File: src/design/cpwq_pkg.sv
// Package for the coalescing priority work queue.
// Holds the queue geometry, the work item type, request and status codes
// and the control types shared by the controller and the datapath.
`timescale 1ns / 1ps

package cpwq_pkg;

	// Queue geometry.
	localparam int QUEUE_DEPTH = 8;
	localparam int IDX_W = (QUEUE_DEPTH > 1) ? $clog2(QUEUE_DEPTH) : 1;
	localparam int CNT_W = $clog2(QUEUE_DEPTH + 1);

	// One queued work item.
	typedef struct packed {
		logic [2:0]  kind;
		logic [4:0]  object;
		logic [7:0]  param;
		logic [31:0] arg;
		logic        user;
	} work_t;

	// Request codes; the fourth code is unused.
	typedef enum logic [1:0] {
		REQ_ENQUEUE = 2'd0,
		REQ_POP     = 2'd1,
		REQ_CLEAR   = 2'd2
	} req_t;

	// Result status codes.
	typedef enum logic [2:0] {
		ST_ACCEPTED  = 3'd0,
		ST_COALESCED = 3'd1,
		ST_REJECTED  = 3'd2,
		ST_POPPED    = 3'd3,
		ST_EMPTY     = 3'd4,
		ST_CLEARED   = 3'd5
	} stat_t;

	// Controller states.
	typedef enum logic [1:0] {
		S_IDLE,
		S_SCAN,
		S_COMMIT
	} ctl_state_t;

	// Commands from the controller to the datapath.
	typedef struct packed {
		logic capture;
		logic scan;
		logic commit;
	} ctl_cmd_t;

	// Status from the datapath to the controller.
	typedef struct packed {
		logic out_blocked;
	} dp_sts_t;

endpackage

File: src/design/cpwq_req_if.sv
// Request channel interface of the coalescing priority work queue.
// Carries valid, ready and the request payload; no dependencies.
`timescale 1ns / 1ps

interface cpwq_req_if;
	logic        valid;
	logic        ready;
	logic [1:0]  req_type;
	logic [2:0]  item_kind;
	logic [4:0]  item_object;
	logic [7:0]  item_param;
	logic [31:0] item_arg;
	logic        item_user;
	logic        active_valid;
	logic [2:0]  active_kind;
	logic [4:0]  active_object;
	logic [7:0]  active_param;
	logic [31:0] active_arg;
	logic        active_user;

	modport source (
		output valid, req_type, item_kind, item_object, item_param, item_arg, item_user,
		output active_valid, active_kind, active_object, active_param, active_arg,
		output active_user,
		input  ready
	);

	modport sink (
		input  valid, req_type, item_kind, item_object, item_param, item_arg, item_user,
		input  active_valid, active_kind, active_object, active_param, active_arg,
		input  active_user,
		output ready
	);
endinterface

File: src/design/cpwq_rsp_if.sv
// Result channel interface of the coalescing priority work queue.
// Carries valid, ready and the result payload; no dependencies.
`timescale 1ns / 1ps

interface cpwq_rsp_if;
	logic        valid;
	logic        ready;
	logic [2:0]  status;
	logic [2:0]  out_kind;
	logic [4:0]  out_object;
	logic [7:0]  out_param;
	logic [31:0] out_arg;
	logic        out_user;
	logic [3:0]  entry_count;

	modport source (
		output valid, status, out_kind, out_object, out_param, out_arg, out_user,
		output entry_count,
		input  ready
	);

	modport sink (
		input  valid, status, out_kind, out_object, out_param, out_arg, out_user,
		input  entry_count,
		output ready
	);
endinterface

File: src/design/cpwq_ctrl.sv
// Controller of the coalescing priority work queue.
// Sequences capture, scan and commit of one request; uses cpwq_pkg.
`timescale 1ns / 1ps

module cpwq_ctrl
	import cpwq_pkg::*;
(
	input  logic     clk,
	input  logic     arst_n,
	input  logic     in_valid,
	output logic     in_ready,
	input  dp_sts_t  sts,
	output ctl_cmd_t cmd
);

	ctl_state_t state_q;
	ctl_state_t state_d;

	// State register.
	always_ff @(posedge clk or negedge arst_n) begin
		if (!arst_n) begin
			state_q <= S_IDLE;
		end else begin
			state_q <= state_d;
		end
	end

	// Next state: scan, then commit once the result register is free.
	always_comb begin
		state_d = state_q;
		unique case (state_q)
			S_IDLE: begin
				if (in_valid) state_d = S_SCAN;
			end
			S_SCAN: begin
				state_d = S_COMMIT;
			end
			S_COMMIT: begin
				if (!sts.out_blocked) state_d = S_IDLE;
			end
			default: begin
				state_d = S_IDLE;
			end
		endcase
	end

	// Outputs to the channel and the datapath.
	always_comb begin
		in_ready    = 1'b0;
		cmd         = '0;
		unique case (state_q)
			S_IDLE: begin
				in_ready    = 1'b1;
				cmd.capture = in_valid;
			end
			S_SCAN: begin
				cmd.scan = 1'b1;
			end
			S_COMMIT: begin
				cmd.commit = !sts.out_blocked;
			end
			default: begin
				in_ready = 1'b0;
			end
		endcase
	end

endmodule

File: src/design/cpwq_datapath.sv
// Datapath of the coalescing priority work queue: entry registers, match and
// search logic, the shift-and-append update and the result register.
// Uses cpwq_pkg and the result channel interface cpwq_rsp_if.
`timescale 1ns / 1ps

module cpwq_datapath
	import cpwq_pkg::*;
(
	input  logic        clk,
	input  logic        arst_n,
	input  ctl_cmd_t    cmd,
	output dp_sts_t     sts,
	input  logic [1:0]  in_req_type,
	input  work_t       in_item,
	input  logic        in_act_valid,
	input  work_t       in_act,
	cpwq_rsp_if.source  rsp
);

	// Captured request.
	logic [1:0] req_type_q;
	work_t      item_q;
	logic       act_valid_q;
	work_t      act_q;

	// Queue storage, oldest entry at index zero.
	work_t            entries_q [QUEUE_DEPTH];
	logic [CNT_W-1:0] count_q;

	// Scan results.
	logic             dup_q;
	logic             evict_ok_q;
	logic [IDX_W-1:0] evict_pos_q;
	logic [IDX_W-1:0] pop_pos_q;

	// Result register.
	logic             out_valid_q;
	logic [2:0]       status_q;
	work_t            out_item_q;
	logic [3:0]       out_count_q;

	// Request capture.
	always_ff @(posedge clk) begin
		if (cmd.capture) begin
			req_type_q  <= in_req_type;
			item_q      <= in_item;
			act_valid_q <= in_act_valid;
			act_q       <= in_act;
		end
	end

	// Scan: duplicate check, newest background entry, oldest user entry (else index zero).
	logic             dup_d;
	logic             evict_ok_d;
	logic [IDX_W-1:0] evict_pos_d;
	logic [IDX_W-1:0] pop_pos_d;

	always_comb begin
		dup_d       = act_valid_q && (act_q == item_q);
		evict_ok_d  = 1'b0;
		evict_pos_d = '0;
		pop_pos_d   = '0;
		for (int i = 0; i < QUEUE_DEPTH; i++) begin
			if ((CNT_W'(i) < count_q) && (entries_q[i] == item_q)) dup_d = 1'b1;
			if (!entries_q[i].user) begin
				evict_ok_d  = 1'b1;
				evict_pos_d = IDX_W'(i);
			end
		end
		for (int i = QUEUE_DEPTH - 1; i >= 0; i--) begin
			if ((CNT_W'(i) < count_q) && entries_q[i].user) pop_pos_d = IDX_W'(i);
		end
	end

	always_ff @(posedge clk) begin
		if (cmd.scan) begin
			dup_q       <= dup_d;
			evict_ok_q  <= evict_ok_d;
			evict_pos_q <= evict_pos_d;
			pop_pos_q   <= pop_pos_d;
		end
	end

	// Commit decision from the request code and the scan results.
	logic             full;
	logic             rm;
	logic [IDX_W-1:0] rm_pos;
	logic             app;
	logic             clr;
	logic [2:0]       status_d;
	work_t            pop_item;
	logic [CNT_W-1:0] count_rm;
	logic [CNT_W-1:0] count_d;

	assign full = (count_q == CNT_W'(QUEUE_DEPTH));

	always_comb begin
		rm       = 1'b0;
		rm_pos   = '0;
		app      = 1'b0;
		clr      = 1'b0;
		status_d = ST_REJECTED;
		pop_item = '0;
		unique case (req_type_q)
			REQ_ENQUEUE: begin
				if (dup_q) begin
					status_d = ST_COALESCED;
				end else if (!full) begin
					app      = 1'b1;
					status_d = ST_ACCEPTED;
				end else if (item_q.user && evict_ok_q) begin
					rm       = 1'b1;
					rm_pos   = evict_pos_q;
					app      = 1'b1;
					status_d = ST_ACCEPTED;
				end
			end
			REQ_POP: begin
				if (count_q == '0) begin
					status_d = ST_EMPTY;
				end else begin
					rm       = 1'b1;
					rm_pos   = pop_pos_q;
					pop_item = entries_q[pop_pos_q];
					status_d = ST_POPPED;
				end
			end
			REQ_CLEAR: begin
				clr      = 1'b1;
				status_d = ST_CLEARED;
			end
			default: begin
				status_d = ST_REJECTED;
			end
		endcase
	end

	assign count_rm = count_q - CNT_W'(rm);
	assign count_d  = clr ? '0 : (count_rm + CNT_W'(app));

	// Each entry's upper neighbor; the top entry has none and keeps itself.
	work_t upper [QUEUE_DEPTH];
	for (genvar g = 0; g < QUEUE_DEPTH; g++) begin : g_upper
		if (g < QUEUE_DEPTH - 1) begin : g_shift
			assign upper[g] = entries_q[g + 1];
		end else begin : g_top
			assign upper[g] = entries_q[g];
		end
	end

	// Entry update: close the gap at the removed slot, then append.
	always_ff @(posedge clk) begin
		if (cmd.commit) begin
			for (int i = 0; i < QUEUE_DEPTH; i++) begin
				if (app && (CNT_W'(i) == count_rm)) begin
					entries_q[i] <= item_q;
				end else if (rm && (IDX_W'(i) >= rm_pos)) begin
					entries_q[i] <= upper[i];
				end
			end
		end
	end

	always_ff @(posedge clk or negedge arst_n) begin
		if (!arst_n) begin
			count_q <= '0;
		end else if (cmd.commit) begin
			count_q <= count_d;
		end
	end

	// Result register; the count is reported modulo sixteen.
	logic [CNT_W+3:0] count_ext;
	assign count_ext = {4'b0000, count_d};

	always_ff @(posedge clk or negedge arst_n) begin
		if (!arst_n) begin
			out_valid_q <= 1'b0;
		end else if (cmd.commit) begin
			out_valid_q <= 1'b1;
		end else if (rsp.ready) begin
			out_valid_q <= 1'b0;
		end
	end

	always_ff @(posedge clk) begin
		if (cmd.commit) begin
			status_q    <= status_d;
			out_item_q  <= pop_item;
			out_count_q <= count_ext[3:0];
		end
	end

	assign sts.out_blocked = out_valid_q && !rsp.ready;

	assign rsp.valid       = out_valid_q;
	assign rsp.status      = status_q;
	assign rsp.out_kind    = out_item_q.kind;
	assign rsp.out_object  = out_item_q.object;
	assign rsp.out_param   = out_item_q.param;
	assign rsp.out_arg     = out_item_q.arg;
	assign rsp.out_user    = out_item_q.user;
	assign rsp.entry_count = out_count_q;

endmodule

File: src/design/coalescing_priority_work_queue.sv
// A bounded queue of up to QUEUE_DEPTH work items that merges duplicate
// enqueues and serves user-initiated items ahead of background ones. Every
// request (enqueue, pop or clear) gives exactly one result. A request is taken
// when the block is idle and occupies it through capture, a scan in which all
// entries are compared against the new item in parallel and the evict and pop
// positions are found, and a commit that shifts the entries and loads the
// result register. The next request is accepted while a result still waits in
// that register; commit waits only if it is still occupied. After reset the
// queue is empty and usable at once.
// Uses cpwq_pkg, cpwq_req_if, cpwq_rsp_if, cpwq_ctrl and cpwq_datapath.
`timescale 1ns / 1ps

module coalescing_priority_work_queue
	import cpwq_pkg::*;
(
	input  logic       clk,
	input  logic       arst_n,
	cpwq_req_if.sink   req,
	cpwq_rsp_if.source rsp
);

	ctl_cmd_t cmd;
	dp_sts_t  sts;
	logic     in_ready;
	work_t    in_item;
	work_t    in_act;

	assign req.ready = in_ready;

	// Gather the channel fields into work items.
	assign in_item = '{kind: req.item_kind, object: req.item_object,
		param: req.item_param, arg: req.item_arg, user: req.item_user};
	assign in_act  = '{kind: req.active_kind, object: req.active_object,
		param: req.active_param, arg: req.active_arg, user: req.active_user};

	cpwq_ctrl u_ctrl (
		.clk      (clk),
		.arst_n   (arst_n),
		.in_valid (req.valid),
		.in_ready (in_ready),
		.sts      (sts),
		.cmd      (cmd)
	);

	cpwq_datapath u_dp (
		.clk          (clk),
		.arst_n       (arst_n),
		.cmd          (cmd),
		.sts          (sts),
		.in_req_type  (req.req_type),
		.in_item      (in_item),
		.in_act_valid (req.active_valid),
		.in_act       (in_act),
		.rsp          (rsp)
	);

endmodule

File: src/flat_wrapper.sv
// flat-port wrapper written by rule: the top's interface ports become plain ports
module coalescing_priority_work_queue_flat import cpwq_pkg::*;
  (clk, arst_n, req_valid, req_req_type, req_item_kind, req_item_object, req_item_param, req_item_arg, req_item_user, req_active_valid, req_active_kind, req_active_object, req_active_param, req_active_arg, req_active_user, req_ready, rsp_valid, rsp_status, rsp_out_kind, rsp_out_object, rsp_out_param, rsp_out_arg, rsp_out_user, rsp_entry_count, rsp_ready);
  cpwq_req_if req_i ();
  cpwq_rsp_if rsp_i ();
  input  logic clk;
  input  logic arst_n;
  input wire logic [$bits(req_i.valid)-1:0] req_valid;
  input wire logic [$bits(req_i.req_type)-1:0] req_req_type;
  input wire logic [$bits(req_i.item_kind)-1:0] req_item_kind;
  input wire logic [$bits(req_i.item_object)-1:0] req_item_object;
  input wire logic [$bits(req_i.item_param)-1:0] req_item_param;
  input wire logic [$bits(req_i.item_arg)-1:0] req_item_arg;
  input wire logic [$bits(req_i.item_user)-1:0] req_item_user;
  input wire logic [$bits(req_i.active_valid)-1:0] req_active_valid;
  input wire logic [$bits(req_i.active_kind)-1:0] req_active_kind;
  input wire logic [$bits(req_i.active_object)-1:0] req_active_object;
  input wire logic [$bits(req_i.active_param)-1:0] req_active_param;
  input wire logic [$bits(req_i.active_arg)-1:0] req_active_arg;
  input wire logic [$bits(req_i.active_user)-1:0] req_active_user;
  output wire logic [$bits(req_i.ready)-1:0] req_ready;
  output wire logic [$bits(rsp_i.valid)-1:0] rsp_valid;
  output wire logic [$bits(rsp_i.status)-1:0] rsp_status;
  output wire logic [$bits(rsp_i.out_kind)-1:0] rsp_out_kind;
  output wire logic [$bits(rsp_i.out_object)-1:0] rsp_out_object;
  output wire logic [$bits(rsp_i.out_param)-1:0] rsp_out_param;
  output wire logic [$bits(rsp_i.out_arg)-1:0] rsp_out_arg;
  output wire logic [$bits(rsp_i.out_user)-1:0] rsp_out_user;
  output wire logic [$bits(rsp_i.entry_count)-1:0] rsp_entry_count;
  input wire logic [$bits(rsp_i.ready)-1:0] rsp_ready;
  assign req_i.valid = req_valid;
  assign req_i.req_type = req_req_type;
  assign req_i.item_kind = req_item_kind;
  assign req_i.item_object = req_item_object;
  assign req_i.item_param = req_item_param;
  assign req_i.item_arg = req_item_arg;
  assign req_i.item_user = req_item_user;
  assign req_i.active_valid = req_active_valid;
  assign req_i.active_kind = req_active_kind;
  assign req_i.active_object = req_active_object;
  assign req_i.active_param = req_active_param;
  assign req_i.active_arg = req_active_arg;
  assign req_i.active_user = req_active_user;
  assign req_ready = req_i.ready;
  assign rsp_valid = rsp_i.valid;
  assign rsp_status = rsp_i.status;
  assign rsp_out_kind = rsp_i.out_kind;
  assign rsp_out_object = rsp_i.out_object;
  assign rsp_out_param = rsp_i.out_param;
  assign rsp_out_arg = rsp_i.out_arg;
  assign rsp_out_user = rsp_i.out_user;
  assign rsp_entry_count = rsp_i.entry_count;
  assign rsp_i.ready = rsp_ready;
  coalescing_priority_work_queue u_core (.clk(clk), .arst_n(arst_n), .req(req_i), .rsp(rsp_i));
endmodule
File: config.mk
export PLATFORM = sky130hd
export DESIGN_NAME = coalescing_priority_work_queue_flat
export DESIGN_NICKNAME = d
export VERILOG_FILES = /design/src/design/cpwq_pkg.sv /design/src/design/cpwq_req_if.sv /design/src/design/cpwq_rsp_if.sv /design/src/design/cpwq_ctrl.sv /design/src/design/cpwq_datapath.sv /design/src/design/coalescing_priority_work_queue.sv /design/src/flat_wrapper.sv
export SDC_FILE = /design/constraint.sdc
export NUM_CORES = 1
export LEC_CHECK = 0
export BUFFER_PORTS_ARGS = -buffer_cell sky130_fd_sc_hd__clkbuf_2
export CAP_MARGIN = 5
export CORE_MARGIN = 5
export CORE_UTILIZATION = 35
export CTS_CLUSTER_DIAMETER = 50
export DETAILED_ROUTE_END_ITERATION = 7
export PLACE_DENSITY = 0.49
export REMOVE_ABC_BUFFERS = 1
export SYNTH_ARGS = -nofsm -noshare
export SYNTH_HDL_FRONTEND = slang
export SYNTH_SLANG_ARGS = --single-unit
File: constraint.sdc
create_clock -name clk -period 14.4 [get_ports clk]
set_input_delay 2.88 -clock clk [delete_from_list [all_inputs] [get_ports clk]]
set_output_delay 2.88 -clock clk [all_outputs]
set_load 0.01 [all_outputs]
Word level (Yosys, flattened, before mapping)
Memory sizes are Yosys's and may differ from the RTL's. A register that Yosys moved wholly into a read port is not among the register bits.
Index checks and enable logic that the tools add are counted.

word-level totals
  register bits = 123
  bits in writable memories = 392
  bits of input ports = 105
  output and inout port bits = 58
  word-level logic and storage cells = 233
  memories = 1

cells by class
  $add $sub $neg = 2
  order comparisons = 16
  eq/ne operators = 23
  multiplexer cells = 107
  bitwise logic cells = 9
  reduce and logical (&&, ||, !) cells = 50

memory list
  memory                 words  bits a word  rd ports  clocked after memory_dff  write ports  line                 source
  u_core.u_dp.entries_q  8      49           9         1                         8            cpwq_datapath.sv:27  work_t entries_q [QUEUE_DEPTH];

operators with widths
  kind                count
  $eq 49x49->1        9
  $mux 49             8
  $mux 1              74
  $logic_and 1x1->1   35
  $mux 3              11
  $mux 2              9
  $eq 3x4->1 const A  4
  $lt 3x4->1 const A  4
  $ge 3x3->1 const A  4
  $pmux 3 s3          1
  $eq 2x4->1 const A  2
  $logic_not 4->1     2
  $lt 1x4->1 const A  2
  $lt 2x4->1 const A  2
  $or 1x1->1          8
  $reduce_or 8->1     1
  $reduce_and 7->1    1
  $ge 1x3->1 const A  2
  $ge 2x3->1 const A  2
  $pmux 2 s3          1
  $pmux 3 s2          1
  $add 4x1->4         1
  $eq 1x4->1 const A  1
  $eq 2x1->1 const B  2
  other kinds (14)    20

Depth between registers and ports, before layout
Gate-level depths: netlist of run 1.

  word-level depth = 12
  depth in mapped cells = 14
  mapped depth without buffers = 11

Modules after synthesis
A second synthesis of run 1 with hierarchy kept.

unflattened totals
  cell total of the unflattened synthesis = 2026
  area, all modules = 30107.6 sq um

by module, submodules not included
  module         times used  cells each  area each (sq um)
  cpwq_datapath  1           2016        30001.3
  cpwq_ctrl      1           10          106.4

Least setup slack after synthesis of run 1
No wires, ideal clock.

  path type = input-to-reg
  from = in rsp_ready
  to = mem u_core.u_dp.entries_q[0][0] in the netlist's numbering (enable)
  setup time = 862 ps
  arrival time = 7077 ps
  data required time = 13538 ps
  setup slack = 6461 ps
  stages on the path = 9
  path buffers = 2
  path through = nand2b_1 > nand2b_1 > clkbuf_1 > clkinv_1 > o21ai_2 > and3b_1 > nand3_1 > buf_2 > o21ai_0

RTL lines
  item         line                 source
  from (decl)  flat_wrapper.sv:30   input wire logic [$bits(rsp_i.ready)-1:0] rsp_ready;
  to (decl)    cpwq_datapath.sv:27

==> summary.txt, run 1 <==
Timing
  • Hold Fails Final Rpt: 0
  • Hold WS: 536 ps
  • Rel. slew slack: between 20% and 30%
  • Unrepaired setup endpoints after global routing: false
  • Worst Skew: 24.4 ps
  • Final period util: 39.6%
  • Final Setup Violations: 0
  • Final Slew Violations: 0
  • Fin crit period: around 5700 ps
  • Worst-Margin Slew: approximately 1100 ps
  • Setup TNS: 0 ps
  • Fmax: ~180 MHz

Setup path
  • Reg2Reg Setup Slack: slightly below 9000 ps
  • CP arrival: 5970 ps
  • Crit path kind: in2reg
  • Max incr delay on CP: 730 ps
  • Required time of the critical path: 14670 ps
  • CP cell instances: clkbuf_2, nand2b_1, nand2b_1, clkinv_2, o21ai_2, nor2b_1, o21a_2, buf_4, or2_2, buf_4
  • Critical path's slowest cell: buf_4
  • Startpoint types: input port
  • Crit Path Max Fanout: 50
  • Worst Setup End Kind: flip-flop

GRT
  • Met1 usage: a little under a third
  • Largest net degree at the start of global routing: 101
  • Met2 track demand over resource: between 30% and 40%
  • Met3 Usage GRT: 3.70%
  • GRT Max-Usage Layer: met2
  • GRT Util Overall: about 22%
  • Number of global-route vias before repair: 18700
  • First-pass GRT wire length: 148000 µm
  • Aggregate global routing overflow: 0
  • Initial antenna violation count: 2

Clocking
  • Max H-tree Level: 3
  • TritonCTS Sinks: 564
  • Num CTS Buffers: 93
  • Maximum root-to-sink buffer count: 3
  • Root Buffer: clkbuf_16
  • CTS resizes: 0
  • CTS tree: built
  • Cts hold-fix bufs: 0
  • Skew-Pair Late Insertion Delay: 670 ps
  • Reg clk slew, reported paths: around 50 ps
  • Post-CTS setup-driven buffer insertion count: 0

Synth
  • Synthesized flop and latch total: approximately 560
  • Number of flops mapped to enable cells by yosys: approximately 560
  • Synth area leaders: edfxtp_1 (55%), mux2_2 (12%), xnor2_1 (9.0%), mux4_2 (7.3%), xor2_1 (3.3%)
  • Post-synthesis sequential area ratio: between 50% and 60%
  • Async SR Flop Fraction: 1.24%
  • Top cell type by total area after synthesis: edfxtp_1
  • Syn Area/Cell: 14.8 µm²
  • Top FF cell, synth: edfxtp_1
  • Synth cell types: 61
  • Cell count after synthesis: 2050
  • Proportion of netlist area held by the largest area contributor: 55.3%
  • Mapped Area: 30300 µm²
  • Synth warn: 0

Drt
  • Drt first pass iters: 5
  • Routed wire per std cell: 31.5 µm
  • Iter 0 DRT Violations: 2048
  • Total Wirelength: around 110000 µm
  • Residual DRC: 0
  • Via density per instance: between 5 and 6
  • DR vias: 18400
  • Detail Route Antenna Nets: 0

Final layout
  • Most common cell after layout, fill and taps aside: edfxtp_1
  • Layout Utilization: between 40 and 50%
  • Share of layout cells above drive strength 1: 36.0%
  • Syn-to-layout area delta: 16.7%
  • Antenna Cells: 0
  • Nets: 2267
  • Commonest non-fill, non-tap cells in the layout: edfxtp_1 (557), mux2_2 (321), xnor2_1 (311), clkbuf_2 (162), xor2_1 (113)

Placement
  • Hpwl dp: 72400 µm
  • Port bufs: 162
  • GP Congestion: 0.916

Status
  • Run status: completed

Floorplanning
  • Die width: 304 µm
  • Starting Density: 35.4%
  • Boundary pin count: between 150 and 200
  • Core area: 85500 µm²
  • Cell Rows: 107
  • Die height: 304 µm
  • Die area: 92400 µm²

Power and ir drop
  • VDD IR-drop max: 0.139 mV
  • PD cells: ~160 nW/µm²
  • Lkg Pwr: 11.8 nW

Run
  • Max_cap viols: 0

Worst hold path
  • Hold Path Class: reg2reg
path summary, 6_finish.rpt:
check | start | end | cells after the start
min in group asynchronous | arst_n | u_core.u_ctrl.state_q[0]$_DFFE_PN0P_ | 1
min | u_core.u_dp.rsp.valid$_DFFE_PN0P_ | u_core.u_dp.rsp.valid$_DFFE_PN0P_ | 2
max reg2reg | u_core.u_dp.count_q[3]$_DFFE_PN0P_ | u_core.u_dp.entries_q[3][43]$_DFFE_PP_ | 12
max in group asynchronous | arst_n | u_core.u_dp.count_q[0]$_DFFE_PN0P_ | 1
min reg2reg | u_core.u_dp.rsp.valid$_DFFE_PN0P_ | u_core.u_dp.rsp.valid$_DFFE_PN0P_ | 2
max | rsp_ready | u_core.u_dp.entries_q[3][43]$_DFFE_PP_ | 10
layout make-up:
| class | count | area (µm²) |
|---|---|---|
| Inverter | 34 | 129 |
| Sequential cell | 564 | 16900 |
| Timing Repair Buffer | 189 | 1040 |
| Tap cell | 1144 | 1430 |
| Multi-Input combinational cell | 1276 | 12600 |
| Clock buffer | 101 | 2360 |
| Clock inverter | 72 | 827 |
| Fill cell | 7959 | 50200 |
cells by family after synthesis:
kind of cell    share of synthesized area (%)
xor+xnor                                 12.3
mux                                      21.9
simple gates                             5.10
fa+ha+maj                               0.165
flops                                    55.9
buf+inv                                  2.86
compound gates                           1.84
cell usage after synthesis, types with 9 or more instances:
cell type / count
mux2_4: 17
buf_1: 36
mux4_2: 98
mux2i_1: 55
xor2_1: 113
clkbuf_1: 101
nand2b_1: 14
o22ai_1: 9
nor2_1: 60
nand2_1: 29
nor4_1: 44
xnor2_1: 311
inv_1: 33
nor3_1: 10
buf_2: 32
o21ai_0: 15
edfxtp_1: 557
a21oi_1: 9
nand3_1: 16
mux2_2: 321
nand4_1: 83
routing by layer:
layer / up-vias / routed length (µm) / share of wire, %
met5: - / 0 / 0
met4: 0 / 2590 / 2.4
met3: 115 / 6480 / 6.1
met2: 666 / 50800 / 48
met1: 9655 / 46500 / 44
li1: 7988 / - / -
registers in the layout, indices dropped and copies added, names as in the netlist, 2 cells and up:
name                         flops
u_core.u_dp.rsp.entry_count      4
u_core.u_dp.count_q              4
u_core.u_dp.req_type_q           2
u_core.u_dp.entries_q          392
u_core.u_dp.act_q               49
u_core.u_dp.rsp.out_arg         32
u_core.u_dp.rsp.out_object       5
u_core.u_dp.rsp.out_kind         3
u_core.u_dp.evict_pos_q          3
u_core.u_dp.rsp.out_param        8
u_core.u_ctrl.state_q            2
u_core.u_dp.pop_pos_q            3
u_core.u_dp.rsp.status           3
u_core.u_dp.item_q              49
worst max-delay path, delay by kind of cell:
family / cells / cell delay [ps]
AOI/OAI and AO/OA: 2 / 300
and+or+nand+nor: 4 / 1050
buffers and inverters: 4 / 1680
metrics by stage:
stage | total power, mW | area (µm²) | std cells | setup WS [ps]
after detailed placement | 3.56 | 32100 | 3207 | 8060
after global placement | 3.55 | 32100 | 3207 | 8050
final | 5.80 | 35300 | 3380 | 8700
after floorplan | 3.03 | 29500 | 1874 | 4820
after CTS | 5.86 | 35300 | 3380 | 8750
after global routing | 6.01 | 35300 | 3380 | 8550
power breakdown:
| part | internal (mW) | leakage [nW] | switching, mW | total, mW |
|---|---|---|---|---|
| sequential | 2.04 | 5.18 | 0.202 | 2.24 |
| clock | 1.42 | 1.53 | 0.873 | 2.29 |
| combinational | 0.526 | 5.10 | 0.750 | 1.28 |
Note: power is estimated with default switching activity, not from simulation.
==> run 2: changes to the inputs <==
- clock period: 14.4 -> 5.8 ns (I/O delays scaled with it)
==> summary.txt, run 2 (synthesis gave the netlist of run 1 again) <==
Final layout
  • Largest register by flop count: u_core.u_dp.entries_q
  • Largest register FFs: 392
  • Non-filler cells, final: 3400
  • Commonest non-fill, non-tap cells in the layout: edfxtp_1 (557), mux2_2 (321), xnor2_1 (311), clkbuf_2 (162), xor2_1 (113)
  • # fillers: 7894
  • Post-route design area: around 36000 µm²
  • Share of layout cells above drive strength 1: between 30% and 40%
  • Antenna Cells: 0
  • Top flop regs: u_core.u_dp.entries_q x392, u_core.u_dp.act_q x49, u_core.u_dp.item_q x49
  • Syn-to-layout area delta: 17.6%
  • Nets: between 2000 and 2500
  • Most common cell after layout, fill and taps aside: edfxtp_1

Power and ir drop
  • Combinational share of power: 22.2%
  • Clock Power Share: between 40% and 50%
  • VDD IR-drop max: 0.217 mV
  • Lkg Pwr: 12.0 nW
  • Switching share of power: ~31%
  • Sequential power share: 37.7%
  • NetSw: approximately 4.5 mW
  • Power Internal: ~10 mW
  • PD cells: 410 nW/µm²

Placement
  • Hpwl dp: approximately 77000 µm
  • Cell Count Post-Placement: 3225
  • Placed cell areas: 32300 µm²
  • Port bufs: roughly 160
  • GP Congestion: 0.901
  • Place WS: 1150 ps

Setup path
  • Most frequent CP cell: ha_1
  • Crit Path Max Fanout: 49
  • CP cell instances: or4_4, and2_4, or2_2, ha_1, ha_1, or3_1, a21oi_1, o21ai_0, o21ai_4, buf_4, mux2_2
  • R2R Path Start: u_core.u_dp.count_q[3]$_DFFE_PN0P_
  • Crit path kind: reg2reg
  • Worst Setup End Kind: flip-flop
  • Reg2Reg Setup Slack: 1060 ps
  • Critical path's slowest cell: buf_4
  • R2R depth: 11
  • Required time of the critical path: just over 6000 ps
  • CP arrival: 5130 ps
  • Startpoint types: flip-flop
  • Max incr delay on CP: 730 ps
  • Reg2reg end: u_core.u_dp.entries_q[1][23]$_DFFE_PP_

Timing
  • Final period util: 81.8%
  • Worst Skew: around 34 ps
  • Rel. slew slack: 16.9%
  • Worst-Margin Slew: between 1000 and 1500 ps
  • Hold Fails Final Rpt: 0
  • Final Setup Violations: 0
  • Final Slew Violations: 0
  • Final WS setup: 1060 ps
  • Fin crit period: 4740 ps
  • Fmax: 211 MHz
  • Unrepaired setup endpoints after global routing: false
  • Hold WS: 352 ps

Floorplanning
  • Die area: 92400 µm²
  • Die height: about 300 µm
  • Die width: 304 µm
  • Core area: 85500 µm²
  • Cell Rows: between 100 and 150
  • Starting Density: 35.4%
  • Boundary pin count: 163

Clocking
  • Skew-Pair Late Insertion Delay: between 600 and 700 ps
  • Post-CTS setup-driven buffer insertion count: 0
  • Cts hold-fix bufs: 0
  • Num CTS Buffers: 93
  • CTS tree: built
  • Root Buffer: clkbuf_16
  • Max H-tree Level: 3
  • CTS resizes: 0
  • TritonCTS Sinks: 564
  • Maximum root-to-sink buffer count: 3
  • Reg clk slew, reported paths: 50 ps

Drt
  • Drt first pass iters: 7
  • Detail Route Antenna Nets: 0
  • Total Wirelength: 108000 µm
  • Via density per instance: 5.52
  • Iter 0 DRT Violations: 1897
  • DR vias: 18800
  • Routed wire per std cell: 31.7 µm
  • Residual DRC: 0

GRT
  • First-pass GRT wire length: 152000 µm
  • Number of global-route vias before repair: 19100
  • Largest net degree at the start of global routing: just under 100
  • Aggregate global routing overflow: 0
  • Initial antenna violation count: 3
  • GRT Util Overall: 22.7%

Status
  • Run status: completed

Run
  • Max_cap viols: 0

Worst hold path
  • Hold Path Class: in2async
[run 2: cell type report]
| type | count | area (µm²) | area share [%] |
|---|---|---|---|
| inverter | 34 | 129 | 0.362 |
| multi-input combinational | 1276 | 12600 | 35.5 |
| clock buffer | 102 | 2400 | 6.75 |
| sequential | 564 | 16900 | 47.5 |
| timing repair buffer | 207 | 1260 | 3.54 |
| tap | 1144 | 1430 | 4.02 |
| clock inverter | 73 | 846 | 2.38 |
[run 2: worst max-delay path: cells and delay by family (launching register included)]
kind            cells  cell delay [ps]
buf+inv             1              730
simple gates        4             1520
flops               1              610
compound gates      3              680
fa+ha+maj           2              460
mux                 1              410
[run 2: power by group through the flow]
stage / Sequential, mW / Clock (mW) / Combinational (mW)
after floorplan: 5.70 / 0 / 1.83
after global placement: 5.57 / 0 / 3.26
after detailed placement: 5.59 / 0 / 3.27
after CTS: 5.51 / 5.97 / 3.29
after global routing: 5.56 / 6.15 / 3.44
final: 5.51 / 5.85 / 3.25
[run 2: metrics by stage]
step / TNS (ps) / util (%) / power, mW
after floorplan: -413940 / - / 7.53
after global placement: 0 / 37.8 / 8.83
after detailed placement: 0 / 37.8 / 8.86
after CTS: 0 / 41.6 / 14.8
after global routing: 0 / 41.6 / 15.1
final: 0 / 41.6 / 14.6
[run 2: layer usage]
layer	up-vias	GRT usage (%)	part of all wire [%]
met5	-	0	0.013
met4	4	7.92	3.5
met3	159	4.12	6.3
met2	695	36.0	46
met1	9869	31.6	44
li1	8034	-	-
[run 2: worst max-delay path by stage]
stage / start / end / slack (ps)
after floorplan: u_core.u_dp.pop_pos_q[0]$_SDFFCE_PP0N_ / u_core.u_dp.entries_q[0][0]$_DFFE_PP_ / -2850
after global placement: u_core.u_dp.count_q[3]$_DFFE_PN0P_ / u_core.u_dp.entries_q[1][23]$_DFFE_PP_ / 1230
after detailed placement: u_core.u_dp.count_q[3]$_DFFE_PN0P_ / u_core.u_dp.entries_q[1][42]$_DFFE_PP_ / 1150
after CTS: u_core.u_dp.count_q[3]$_DFFE_PN0P_ / u_core.u_dp.entries_q[1][33]$_DFFE_PP_ / 1130
after global routing: u_core.u_dp.count_q[3]$_DFFE_PN0P_ / u_core.u_dp.entries_q[6][17]$_DFFE_PP_ / 750
final: u_core.u_dp.count_q[3]$_DFFE_PN0P_ / u_core.u_dp.entries_q[1][23]$_DFFE_PP_ / 1060
